**src/rtl/stt_pkg.sv**
```systemverilog
package stt_pkg;

  localparam int OffsetBitsDef = 16;
  localparam int MaxRes = 3;

  typedef enum logic [3:0] {
    ST_IDLE, ST_SLASH, ST_LINE_CMT, ST_BLOCK, ST_BLOCK_STAR,
    ST_IDENT, ST_INT, ST_INT_DOT, ST_FRAC, ST_OP2
  } scan_state_t;

  localparam logic [5:0] K_EOF    = 6'd0;
  localparam logic [5:0] K_ERROR  = 6'd1;
  localparam logic [5:0] K_IDENT  = 6'd2;
  localparam logic [5:0] K_INT    = 6'd3;
  localparam logic [5:0] K_DOUBLE = 6'd4;
  localparam logic [5:0] K_SLASH  = 6'd25;

  typedef struct packed {
    logic [5:0]  kind;
    logic [15:0] start_offset;
    logic [15:0] lexeme_length;
    logic [15:0] line_number;
    logic        last;
  } token_t;

  // Up to three tokens caused by one byte.
  typedef struct packed {
    logic [1:0] count;
    token_t     tok0;
    token_t     tok1;
    token_t     tok2;
  } burst_t;

  function automatic logic alpha_byte(input logic [7:0] c);
    return (c >= 8'h61 && c <= 8'h7a) || (c >= 8'h41 && c <= 8'h5a) || c == 8'h5f;
  endfunction

  function automatic logic digit_byte(input logic [7:0] c);
    return c >= 8'h30 && c <= 8'h39;
  endfunction

  function automatic logic [5:0] lone_kind(input logic [7:0] c);
    case (c)
      8'h28: return 6'd15;
      8'h29: return 6'd16;
      8'h7b: return 6'd17;
      8'h7d: return 6'd18;
      8'h2c: return 6'd19;
      8'h3b: return 6'd20;
      8'h23: return 6'd21;
      8'h2b: return 6'd22;
      8'h2d: return 6'd23;
      8'h2a: return 6'd24;
      8'h2f: return 6'd25;
      8'h25: return 6'd26;
      8'h5e: return 6'd27;
      8'h7e: return 6'd28;
      8'h26: return 6'd30;
      8'h7c: return 6'd32;
      8'h21: return 6'd34;
      8'h3d: return 6'd36;
      8'h3c: return 6'd39;
      8'h3e: return 6'd42;
      default: return 6'd0;
    endcase
  endfunction

  function automatic logic [5:0] pair_kind(input logic [7:0] p, input logic [7:0] c);
    case (p)
      8'h26: return (c == 8'h26) ? 6'd29 : 6'd0;
      8'h7c: return (c == 8'h7c) ? 6'd31 : 6'd0;
      8'h21: return (c == 8'h3d) ? 6'd33 : 6'd0;
      8'h3d: return (c == 8'h3d) ? 6'd35 : 6'd0;
      8'h3c: return (c == 8'h3c) ? 6'd37 : ((c == 8'h3d) ? 6'd38 : 6'd0);
      8'h3e: return (c == 8'h3e) ? 6'd40 : ((c == 8'h3d) ? 6'd41 : 6'd0);
      default: return 6'd0;
    endcase
  endfunction

  // Keyword lookup over the first six bytes, first byte low.
  function automatic logic [5:0] ident_kind(input logic [47:0] w, input logic [2:0] n);
    logic [5:0] k;
    k = K_IDENT;
    case (n)
      3'd2: begin
        if (w[15:0] == 16'h6e66) k = 6'd7;
        if (w[15:0] == 16'h6669) k = 6'd9;
      end
      3'd3: begin
        if (w[23:0] == 24'h726f66) k = 6'd8;
        if (w[23:0] == 24'h6c696e) k = 6'd10;
        if (w[23:0] == 24'h726176) k = 6'd13;
      end
      3'd4: begin
        if (w[31:0] == 32'h65736c65) k = 6'd5;
        if (w[31:0] == 32'h65757274) k = 6'd12;
      end
      3'd5: begin
        if (w[39:0] == 40'h65736c6166) k = 6'd6;
        if (w[39:0] == 40'h656c696877) k = 6'd14;
      end
      3'd6: begin
        if (w == 48'h6e7275746572) k = 6'd11;
      end
      default: k = K_IDENT;
    endcase
    return k;
  endfunction

endpackage

```
**src/rtl/stt_front.sv**
```systemverilog
module stt_front #(
  parameter int OFFSET_BITS = stt_pkg::OffsetBitsDef
) (
  input  logic            clk,
  input  logic            rst_n,
  input  logic            in_valid,
  output logic            in_ready,
  input  logic [7:0]      in_ch,
  output logic            q_valid,
  input  logic            q_ready,
  output stt_pkg::burst_t q_data
);
  import stt_pkg::*;

  localparam logic [OFFSET_BITS-1:0] OMAX = '1;

  scan_state_t           st_r, st_nxt;
  logic [OFFSET_BITS-1:0] pos_r, pos_nxt, line_r, line_nxt;
  logic [OFFSET_BITS-1:0] lstart_r, lstart_nxt, lcnt_r, lcnt_nxt;
  logic [47:0]           win_r, win_nxt;
  logic [7:0]            pend_r, pend_nxt;
  logic                  ended_r, ended_nxt;

  logic                  acc;
  burst_t                b;
  token_t                t [MaxRes];
  logic [1:0]            n;

  assign in_ready = q_ready;
  assign acc      = in_valid && in_ready;

  function automatic logic [OFFSET_BITS-1:0] sadd(input logic [OFFSET_BITS-1:0] a,
                                                   input logic [1:0] d);
    logic [OFFSET_BITS:0] s;
    s = {1'b0, a} + {{(OFFSET_BITS-1){1'b0}}, d};
    return s[OFFSET_BITS] ? OMAX : s[OFFSET_BITS-1:0];
  endfunction

  function automatic logic [OFFSET_BITS-1:0] sadd2(input logic [OFFSET_BITS-1:0] a,
                                                    input logic [OFFSET_BITS-1:0] d);
    logic [OFFSET_BITS:0] s;
    s = {1'b0, a} + {1'b0, d};
    return s[OFFSET_BITS] ? OMAX : s[OFFSET_BITS-1:0];
  endfunction

  function automatic logic [15:0] fsat(input logic [OFFSET_BITS-1:0] v);
    logic [OFFSET_BITS+15:0] e;
    e = {16'd0, v};
    return (|e[OFFSET_BITS+15:16]) ? 16'hffff : e[15:0];
  endfunction

  always_comb begin
    logic        fl;
    logic [5:0]  k;
    logic [7:0]  c;
    logic [2:0]  wn;
    c          = in_ch;
    st_nxt     = st_r;
    pos_nxt    = pos_r;
    line_nxt   = line_r;
    lstart_nxt = lstart_r;
    lcnt_nxt   = lcnt_r;
    win_nxt    = win_r;
    pend_nxt   = pend_r;
    ended_nxt  = ended_r;
    n          = 2'd0;
    fl         = 1'b0;
    k          = 6'd0;
    wn         = (lcnt_r > OFFSET_BITS'(6)) ? 3'd7 : lcnt_r[2:0];
    for (int i = 0; i < MaxRes; i++) t[i] = '0;

    if (!ended_r) begin
      if (c == 8'h00) begin
        fl = 1'b1;
      end else begin
        fl = 1'b1;
        case (st_r)
          ST_IDENT: if (alpha_byte(c) || digit_byte(c)) begin
            fl = 1'b0;
            if (lcnt_r < OFFSET_BITS'(6))
              win_nxt = win_r | (48'(c) << {lcnt_r[2:0], 3'b000});
            lcnt_nxt = sadd(lcnt_r, 2'd1);
          end
          ST_INT: if (digit_byte(c)) begin
            fl = 1'b0;
            lcnt_nxt = sadd(lcnt_r, 2'd1);
          end else if (c == 8'h2e) begin
            fl = 1'b0;
            st_nxt = ST_INT_DOT;
          end
          ST_INT_DOT: if (digit_byte(c)) begin
            fl = 1'b0;
            lcnt_nxt = sadd(lcnt_r, 2'd2);
            st_nxt = ST_FRAC;
          end
          ST_FRAC: if (digit_byte(c)) begin
            fl = 1'b0;
            lcnt_nxt = sadd(lcnt_r, 2'd1);
          end
          ST_SLASH: if (c == 8'h2f) begin
            fl = 1'b0;
            st_nxt = ST_LINE_CMT;
          end else if (c == 8'h2a) begin
            fl = 1'b0;
            st_nxt = ST_BLOCK;
          end
          ST_OP2: if (pair_kind(pend_r, c) != 6'd0) begin
            fl = 1'b0;
            t[0] = '{pair_kind(pend_r, c), fsat(lstart_r), 16'd2, fsat(line_r), 1'b0};
            n = 2'd1;
            st_nxt = ST_IDLE;
          end
          ST_LINE_CMT: begin
            fl = 1'b0;
            if (c == 8'h0a) begin
              line_nxt = sadd(line_r, 2'd1);
              st_nxt = ST_IDLE;
            end
          end
          ST_BLOCK: begin
            fl = 1'b0;
            if (c == 8'h2a) st_nxt = ST_BLOCK_STAR;
            else if (c == 8'h0a) line_nxt = sadd(line_r, 2'd1);
          end
          ST_BLOCK_STAR: begin
            fl = 1'b0;
            if (c == 8'h2f) st_nxt = ST_IDLE;
            else if (c == 8'h0a) begin
              line_nxt = sadd(line_r, 2'd1);
              st_nxt = ST_BLOCK;
            end else if (c != 8'h2a) st_nxt = ST_BLOCK;
          end
          default: fl = 1'b1;
        endcase
      end

      if (fl) begin
        // flush pending token
        case (st_r)
          ST_IDENT: begin
            t[n] = '{ident_kind(win_r, wn), fsat(lstart_r), fsat(lcnt_r), fsat(line_r), 1'b0};
            n = n + 2'd1;
          end
          ST_INT: begin
            t[n] = '{K_INT, fsat(lstart_r), fsat(lcnt_r), fsat(line_r), 1'b0};
            n = n + 2'd1;
          end
          ST_INT_DOT: begin
            t[0] = '{K_INT, fsat(lstart_r), fsat(lcnt_r), fsat(line_r), 1'b0};
            t[1] = '{K_ERROR, fsat(sadd2(lstart_r, lcnt_r)), 16'd1, fsat(line_r), 1'b0};
            n = 2'd2;
          end
          ST_FRAC: begin
            t[n] = '{K_DOUBLE, fsat(lstart_r), fsat(lcnt_r), fsat(line_r), 1'b0};
            n = n + 2'd1;
          end
          ST_SLASH: begin
            t[n] = '{K_SLASH, fsat(lstart_r), 16'd1, fsat(line_r), 1'b0};
            n = n + 2'd1;
          end
          ST_OP2: begin
            t[n] = '{lone_kind(pend_r), fsat(lstart_r), 16'd1, fsat(line_r), 1'b0};
            n = n + 2'd1;
          end
          default: ;
        endcase
        st_nxt = ST_IDLE;

        if (c == 8'h00) begin
          t[n] = '{K_EOF, fsat(pos_r), 16'd0, fsat(line_r), 1'b0};
          n = n + 2'd1;
          ended_nxt = 1'b1;
        end else if (c == 8'h20 || c == 8'h0d || c == 8'h09) begin
        end else if (c == 8'h0a) begin
          line_nxt = sadd(line_r, 2'd1);
        end else begin
          lstart_nxt = pos_r;
          if (alpha_byte(c)) begin
            st_nxt = ST_IDENT;
            lcnt_nxt = OFFSET_BITS'(1);
            win_nxt = 48'(c);
          end else if (digit_byte(c)) begin
            st_nxt = ST_INT;
            lcnt_nxt = OFFSET_BITS'(1);
          end else if (c == 8'h2f) begin
            st_nxt = ST_SLASH;
            pend_nxt = c;
          end else if (c == 8'h26 || c == 8'h7c || c == 8'h21 || c == 8'h3d ||
                       c == 8'h3c || c == 8'h3e) begin
            st_nxt = ST_OP2;
            pend_nxt = c;
          end else begin
            k = lone_kind(c);
            t[n] = '{(k != 6'd0) ? k : K_ERROR, fsat(pos_r), 16'd1, fsat(line_r), 1'b0};
            n = n + 2'd1;
          end
        end
      end
      if (c != 8'h00) pos_nxt = sadd(pos_r, 2'd1);
      // token line follows the line at emission, which only changes after
      // every emit of this byte except newline cases with no token
    end

    if (n != 2'd0) t[n - 2'd1].last = 1'b1;
    b.count = n;
    b.tok0  = t[0];
    b.tok1  = t[1];
    b.tok2  = t[2];
  end

  assign q_valid = acc && (b.count != 2'd0);
  assign q_data  = b;

  always_ff @(posedge clk) begin
    if (!rst_n) begin
      st_r     <= ST_IDLE;
      pos_r    <= '0;
      line_r   <= OFFSET_BITS'(1);
      lstart_r <= '0;
      lcnt_r   <= '0;
      win_r    <= '0;
      pend_r   <= '0;
      ended_r  <= 1'b0;
    end else if (acc) begin
      st_r     <= st_nxt;
      pos_r    <= pos_nxt;
      line_r   <= line_nxt;
      lstart_r <= lstart_nxt;
      lcnt_r   <= lcnt_nxt;
      win_r    <= win_nxt;
      pend_r   <= pend_nxt;
      ended_r  <= ended_nxt;
    end
  end
endmodule

```
**src/rtl/stt_queue.sv**
```systemverilog
module stt_queue (
  input  logic            clk,
  input  logic            rst_n,
  input  logic            wr_valid,
  output logic            wr_ready,
  input  stt_pkg::burst_t wr_data,
  output logic            rd_valid,
  input  logic            rd_ready,
  output stt_pkg::burst_t rd_data
);
  import stt_pkg::*;

  burst_t     mem_r [2];
  logic       wp_r, rp_r;
  logic [1:0] cnt_r;
  logic       wr, rd;

  assign wr_ready = (cnt_r != 2'd2);
  assign rd_valid = (cnt_r != 2'd0);
  assign rd_data  = mem_r[rp_r];
  assign wr       = wr_valid && wr_ready;
  assign rd       = rd_valid && rd_ready;

  always_ff @(posedge clk) begin
    if (wr) mem_r[wp_r] <= wr_data;
  end

  always_ff @(posedge clk) begin
    if (!rst_n) begin
      wp_r  <= 1'b0;
      rp_r  <= 1'b0;
      cnt_r <= 2'd0;
    end else begin
      if (wr) wp_r <= ~wp_r;
      if (rd) rp_r <= ~rp_r;
      cnt_r <= cnt_r + {1'b0, wr} - {1'b0, rd};
    end
  end
endmodule

```
**src/rtl/stt_back.sv**
```systemverilog
module stt_back (
  input  logic            clk,
  input  logic            rst_n,
  input  logic            q_valid,
  output logic            q_ready,
  input  stt_pkg::burst_t q_data,
  output logic            out_valid,
  input  logic            out_ready,
  output logic [5:0]      out_kind,
  output logic [15:0]     out_start_offset,
  output logic [15:0]     out_lexeme_length,
  output logic [15:0]     out_line_number,
  output logic            out_last
);
  import stt_pkg::*;

  logic [1:0] idx_r;
  token_t     tok;
  logic       beat;

  always_comb begin
    case (idx_r)
      2'd0:    tok = q_data.tok0;
      2'd1:    tok = q_data.tok1;
      default: tok = q_data.tok2;
    endcase
  end

  // walk the tokens of one burst, release the entry with its last beat
  assign beat      = q_valid && out_ready;
  assign out_valid = q_valid;
  assign q_ready   = beat && (idx_r + 2'd1 == q_data.count);

  assign out_kind          = tok.kind;
  assign out_start_offset  = tok.start_offset;
  assign out_lexeme_length = tok.lexeme_length;
  assign out_line_number   = tok.line_number;
  assign out_last          = tok.last;

  always_ff @(posedge clk) begin
    if (!rst_n) idx_r <= 2'd0;
    else if (q_ready) idx_r <= 2'd0;
    else if (beat) idx_r <= idx_r + 2'd1;
  end
endmodule

```
**src/rtl/source_text_tokenizer.sv**
```systemverilog
// Tokens of an accepted byte are registered in a two-entry burst queue between
// scanner and token sequencer. Throughput: one byte per cycle while the queue
// is not full; a byte causing k tokens holds k output beats, absorbed there.
// Reset (rst_n low, synchronous): scanner idle, offset 0, line 1, queue empty.
module source_text_tokenizer #(
  parameter int OFFSET_BITS = stt_pkg::OffsetBitsDef
) (
  input  logic        clk,
  input  logic        rst_n,
  input  logic        in_valid,
  output logic        in_ready,
  input  logic [7:0]  in_ch,
  output logic        out_valid,
  input  logic        out_ready,
  output logic [5:0]  out_kind,
  output logic [15:0] out_start_offset,
  output logic [15:0] out_lexeme_length,
  output logic [15:0] out_line_number,
  output logic        out_last
);
  import stt_pkg::*;

  burst_t fq_data, qb_data;
  logic   fq_valid, fq_ready, qb_valid, qb_ready;

  stt_front #(.OFFSET_BITS(OFFSET_BITS)) u_front (
    .clk, .rst_n, .in_valid, .in_ready, .in_ch,
    .q_valid(fq_valid), .q_ready(fq_ready), .q_data(fq_data)
  );

  stt_queue u_queue (
    .clk, .rst_n,
    .wr_valid(fq_valid), .wr_ready(fq_ready), .wr_data(fq_data),
    .rd_valid(qb_valid), .rd_ready(qb_ready), .rd_data(qb_data)
  );

  stt_back u_back (
    .clk, .rst_n,
    .q_valid(qb_valid), .q_ready(qb_ready), .q_data(qb_data),
    .out_valid, .out_ready, .out_kind, .out_start_offset,
    .out_lexeme_length, .out_line_number, .out_last
  );
endmodule
```
**config.mk**
```make
export PLATFORM = sky130hd
export DESIGN_NAME = source_text_tokenizer
export DESIGN_NICKNAME = d
export VERILOG_FILES = /design/src/rtl/stt_pkg.sv /design/src/rtl/stt_front.sv /design/src/rtl/stt_queue.sv /design/src/rtl/stt_back.sv /design/src/rtl/source_text_tokenizer.sv
export SDC_FILE = /design/constraint.sdc
export NUM_CORES = 1
export LEC_CHECK = 0
export BUFFER_PORTS_ARGS = -buffer_cell sky130_fd_sc_hd__buf_4
export CAP_MARGIN = 20
export CORE_ASPECT_RATIO = 0.75
export CORE_UTILIZATION = 45
export CTS_BUF_LIST = sky130_fd_sc_hd__clkbuf_16
export DETAILED_ROUTE_END_ITERATION = 10
export PLACE_DENSITY = 0.59
export SETUP_SLACK_MARGIN = 0.4
export SLEW_MARGIN = 0
export SYNTH_ARGS = -nofsm -noshare
export SYNTH_HDL_FRONTEND = slang
export SYNTH_SLANG_ARGS = --single-unit
```
**constraint.sdc**
```tcl
create_clock -name clk -period 17.3 [get_ports clk]
set_input_delay 0.865 -clock clk [delete_from_list [all_inputs] [get_ports clk]]
set_output_delay 0.865 -clock clk [all_outputs]
set_load 0.005 [all_outputs]
```
After elaboration in Yosys (flattened, before gate mapping). Memories as Yosys holds them, arrays and structs flattened. A register that Yosys moved wholly into a read port is not among the register bits. Cells that the tools add are included.

Bitwise logic cells: 13. Equality and inequality tests: 83. $add $sub $neg: 11. Mux-type cells: 167. Shift operators: 1. Order comparisons: 14. Reductions and logical operators: 41.

Operators by type and width (number): $mux 165 (10); $bwmux 165 (8); $pmux 110 s6 (1); $mux 55 (8); $mux 48 (9); $mux 16 (23); $demux 55 s2 (3); $pmux 55 s5 (1); $eq 8x6->1 const B (32); $mux 110 (2); $mux 6 (25); $pmux 6 s20 (1); $pmux 6 s19 (1); $pmux 55 s2 (1); $mux 4 (27); $pmux 16 s3 (2); $eq 8x7->1 const B (11); $eq 40x39->1 const B (2); $eq 24x23->1 const B (3); $eq 32x31->1 const B (2); $add 16x1->17 const B (3); $eq 48x47->1 const B (1); $or 48x48->48 (1); $shl 8x6->48 (1); 58 further kinds (152).

Logic and storage cells: 343. Bits in writable memories: 334. Input port bits: 12. Register bits: 131. Output and inout port bits: 57. Memories: 1.

Memories: u_queue.mem_r (words 2, width 167, rd ports 1, clocked after Yosys merged registers in 1, wr ports 1, line stt_queue.sv:13) `burst_t mem_r [2];`.

Logic depth before layout (Yosys ltp).
Depth after elaboration: 34. Mapped depth: 19. Depth with buffers taken out: 14.

Modules after synthesis. From an unflattened synthesis, not the netlist that was laid out.

Cells, all modules: 2238. Area, all modules: 24674.9 µm².

Modules (own cells, without submodules): stt_queue (sequential area each 10129.7 µm², area each 12827.3 µm², times used 1, cells an instance 544); stt_front (sequential area each 2502.4 µm², area each 10685.2 µm², times used 1, cells an instance 1496); stt_back (sequential area each 40.0 µm², area each 1162.4 µm², times used 1, cells an instance 198).

Worst setup path after synthesis. OpenSTA, ideal clock, no wires.

Path kind: input-to-reg. From: in in_ch[4]. To: mem u_queue.mem_r[1][0] (netlist name) (enable). Buffers on the path: 4. Required time: 16.635 ns. Path slack: 7.086 ns. Setup time: 0.665 ns. Arrival: 9.549 ns. Stages on the path: 14. Path through: buf_2 -> nor4_1 -> and2_0 -> clkbuf_1 -> nor2_1 -> o31a_1 -> buf_2 -> buf_1 -> nor3_1 -> ha_1 -> nand3b_1 -> a31oi_1 -> nand2b_1 -> nor2_1.

Longest elaborated chain between the ends: 31. Elaborated cells on any way between the ends: 80. Classes of those cells: 2 x add/sub; 6 x order compare; 14 x eq/ne; 40 x mux; 18 x reduce/logical.

Ends and longest elaborated chain: start, declared (line source_text_tokenizer.sv:12) `input logic [7:0] in_ch,`; $eq 8x6->1; $mux 6, on equally long branches (2 in a row) (line stt_pkg.sv:75, stt_pkg.sv:74); $pmux 6 s6 (line stt_pkg.sv:69) `case (p)`; $mux 6 (line stt_front.sv:77) `case (st_r)`; $mux 6 (line stt_front.sv:73) `if (c == 8'h00) begin`; $mux 6 (line stt_front.sv:72) `if (!ended_r) begin`; $reduce_bool 6->1 (line stt_front.sv:107) `ST_OP2: if (pair_kind(pend_r, c) != 6'd0) begin`; $mux 1 (line stt_front.sv:107); [14 not listed]; $mux 2 (line stt_front.sv:169) `if (c == 8'h00) begin`; $mux 2 (*) (line stt_front.sv:137) `if (fl) begin`; $mux 2 (*) (line stt_front.sv:72); $reduce_bool 2->1 (*) (line stt_front.sv:211) `assign q_valid = acc && (b.count != 2'd0);`; $logic_and 1x1->1 (*) (line stt_front.sv:211); $logic_and 1x1->1 (*) (line stt_queue.sv:21) `assign wr = wr_valid && wr_ready;`; $mux 1 (*) (line stt_queue.sv:25) `if (wr) mem_r[wp_r] <= wr_data;`; $mux 1 (not written as such) (*) (line stt_queue.sv:25); end, declared (line stt_queue.sv:13).

Every way passes the cells marked *; elsewhere a longest branch is shown, timed or not. The select of a mux whose other input is x is not followed.

Worst setup path in the final report.
From: in in_ch[0]. To: mem u_queue.mem_r[0][95] (netlist name) (enable).

Same word-level chain as after synthesis.

==> metrics.md <==
| Metric | Value |
|---|---|
| CP bufs+invs | `4` |
| Max Transition Viols Final | `0` |
| CTS tree | `built` |
| Synth top cells by count | `edfxtp_1, nor2_1, nand2_1, a21oi_1, dfxtp_1` |
| Routed WL | `65.97 mm` |
| Layout cells sized above 1 | `10.70%` |
| Pre-CTS setup slack | `11,210 ps` |
| Vias in the first global route | `16,720` |
| CP endpoint kind | `flop` |
| IO Port Bufs | `68` |
| Sink Count | `436` |
| Post-synthesis xor/xnor area fraction | `1.490%` |
| Delay-heaviest family, CP | `simple AND/OR/NAND/NOR gates` |
| FMAX | `179.6 MHz` |
| Unrepaired setup endpoints after global routing | `false` |
| Latest clock arrival within the worst-skew pair | `590 ps` |
| CP Class | `in2reg` |
| Top cells by area, synth | `edfxtp_1, dfxtp_1, nor2_1` |
| Post-CTS Setup Inserts | `0` |
| CTS Buf Count | `45` |
| Clock Tree Buf Depth | `3` |
| Initial core utilization | `45.69%` |
| CP dominant cell by count | `buf_4` |
| Adder-cell share of the synthesized area | `1.602%` |
| Number of I/O pins | `69` |
| Critical Path Source | `in_ch[0]` |
| Mux contribution to synthesized area | `2.919%` |
| Final Hold Vio Count | `0` |
| CTS Hold Bufs | `0` |
| Register Area | `11,780 µm²` |
| First-pass GRT wire length | `100.8 mm` |
| Full die area | `50,530 µm²` |
| Total power | `3.830 mW` |
| Via count | `17,800` |
| Via-per-instance ratio | `6.190` |
| Initial antenna violation count | `6` |
| Hold Crit Class | `reg2reg` |
| Final setup vio count | `0` |
| Fin crit period | `5567 ps` |
| Starting DRC count in detailed routing | `2,011` |
| Slew HR | `20.88%` |
| Core Box Area | `48,870 µm²` |
| Tot GR Track Use | `25.84%` |
| Synthesized instance count | `2,171` |
| Fin crit share | `32.18%` |
| Syn Area/Cell | `10.29 µm²` |
| Largest net degree at the start of global routing | `96` |
| Root buffer cell | `clkbuf_16` |
| EDFF count, synth | `304` |
| Yosys cell types | `95` |
| P_leak | `8.668 nW` |
| Yosys top cell by area | `edfxtp_1` |
| Final setup margin | `11,730 ps` |
| DRC | `0` |
| Crit-path max FO | `95` |
| DPL Wire Length | `43.92 mm` |
| Max-cap violation count | `0` |
| Post-route ant nets | `0` |
| Worst reg2reg startpoint | `u_front.pend_r[3]` |
| Die Height | `194.9 µm` |
| Seq/Total Area, Yosys | `52.71%` |
| Synth Area in Simple Gates | `18.56%` |
| R2R setup slack | `12,050 ps` |
| H-tree Lvls | `2` |
| FILL cells | `4,429` |
| Rows | `70` |
| Cts repair resizes | `0` |
| Outcome | `completed` |
| Main combinational cell family by area after synthesis | `compound AO/OA/AOI/OAI gates` |
| YS warnings | `0` |
| DR pass1 iterations | `6` |
| Total gr overflow | `0` |
| Area Growth Syn to Fin | `11.12%` |
| Worst path max stage delay | `870 ps` |
| Worst Hold Launch | `u_front.win_r[31]` |
| Setup TNS | `0 ps` |
| CP Launch Type | `input pin` |
| Top_reg_cell synth | `edfxtp_1` |
| Fin Clk Skew | `26.02 ps` |
| Most frequent cell after synthesis | `edfxtp_1` |
| Synth Cell Area | `22,330 µm²` |
| Share of the synthesized area in the top cell type | `40.88%` |
| Sequence of cells on the critical path | `buf_4, nor4_1, and2_0, nor2_1, o31a_1, buf_4, nor3_1, ha_1, nand3b_1, a31oi_1, or3_1, inv_6, buf_4` |
| CP arrival | `5780 ps` |
| FFs w/ async S/R, synth | `0%` |
| Critical Path RT | `17,520 ps` |
| PwrDens | `154.4 nW/µm²` |
| Synth Area in Compound Gates | `19.11%` |
| #FFs+latches synth | `436` |
| RePlAce Congestion | `0.9269` |
| Drt wl/cell | `22.95 µm` |
| Reg clk slew, reported paths | `60 ps` |
| Die span in x | `259.2 µm` |
| Critical-path top delay cell | `and2_0` |
| Multi-input gate area | `9941 µm²` |
| Nets | `2,228` |
| Worst Tran Pin Value | `1187 ps` |
| Worst vdd ir | `0.1108 mV` |
-- layer usage --
layer	GRT usage (%)	vias up	part of all wire [%]
met1	37.33	8747	46
met2	38.37	678	44
met5	0	-	0.086
met3	6.129	114	8.4
li1	-	8254	-
met4	7.473	4	2.3
-- flip-flops by register name, indices dropped and copies added (netlist names), 2 cells and up, named ones only --
signal and cells:
u_queue.mem_r 304, u_front.pos_r 16, u_front.line_r 16, u_queue.cnt_r 2, u_front.lstart_r 16, u_front.lcnt_r 16, u_front.pend_r 8, u_front.win_r 48
u_back.idx_r 2, u_front.st_r 4
-- where the power goes --
| group | leakage, nW | internal (mW) | total (mW) | switching (mW) |
|---|---|---|---|---|
| Sequential | 3.88 | 1.44 | 1.54 | 0.0986 |
| Combinational | 4.07 | 0.504 | 1.39 | 0.888 |
| Clock | 0.723 | 0.490 | 0.902 | 0.412 |
| Total | 8.67 | 2.43 | 3.83 | 1.40 |
-- cells in the final DEF (no fill, tap or decap), drive strengths merged, types with 12 or more instances in the layout --
| master | n |
|---|---|
| and2 | 83 |
| nor3 | 64 |
| a211oi | 63 |
| mux2 | 31 |
| clkbuf | 45 |
| or2 | 12 |
| o31ai | 13 |
| o21a | 13 |
| nand2 | 150 |
| edfxtp | 304 |
| or3 | 19 |
| nand3 | 70 |
| dfxtp | 132 |
| buf | 99 |
| nand2b | 25 |
| a22o | 72 |
| a21oi | 138 |
| conb | 34 |
| nand4 | 30 |
| nor2 | 190 |
| a31oi | 59 |
| o21ai | 110 |
| and3 | 32 |
| clkinv | 15 |
| xnor2 | 20 |
| mux2i | 29 |
| xor2 | 18 |
| inv | 55 |
| a22oi | 57 |
| a21o | 14 |
| nor4 | 21 |
| nor2b | 18 |
| o22ai | 12 |
| ha | 27 |
-- worst paths after layout --
check / to / cells after the start
worst max-delay path: u_queue.mem_r[0][95] / 13
worst min-delay path: u_front.win_r[31] / 1
worst max register to register: u_queue.mem_r[0][95] / 12
worst min register to register: u_front.win_r[31] / 1
-- cell type report --
cell class,count,area share [%]
flip-flops and latches,436,47.45
multi-input cells,1572,40.06
clock buffers,45,4.538
well taps,648,3.267
repair buffers,99,3.237
clock inverters,38,0.8774
inverters,34,0.5345
diodes,3,0.03025
-- per-stage QoR --
| stage | instance area, µm² | std cells | hold WS (ps) | util [%] |
|---|---|---|---|---|
| 2_1_floorplan | 22460 | 2204 | 421.2 | - |
| 5_1_grt | 24810 | 2872 | 473.2 | 50.76 |
| 4_1_cts | 24720 | 2869 | 465.2 | 50.59 |
| 6_report | 24810 | 2875 | 459.2 | 50.77 |
| 3_5_place_dp | 23380 | 2786 | 445.1 | 47.84 |
| 3_3_place_gp | 23380 | 2786 | 438.9 | 47.84 |
-- cell families after synthesis --
family                   after synthesis
AO/OA/AOI/OAI                        626
XOR/XNOR                              38
adder cells (fa/ha/maj)               28
buffers and inverters                196
flip-flops                           436
multiplexers                          60
other                                  1
AND/OR/NAND/NOR                      786
Note: power is estimated with default switching activity, not from simulation.
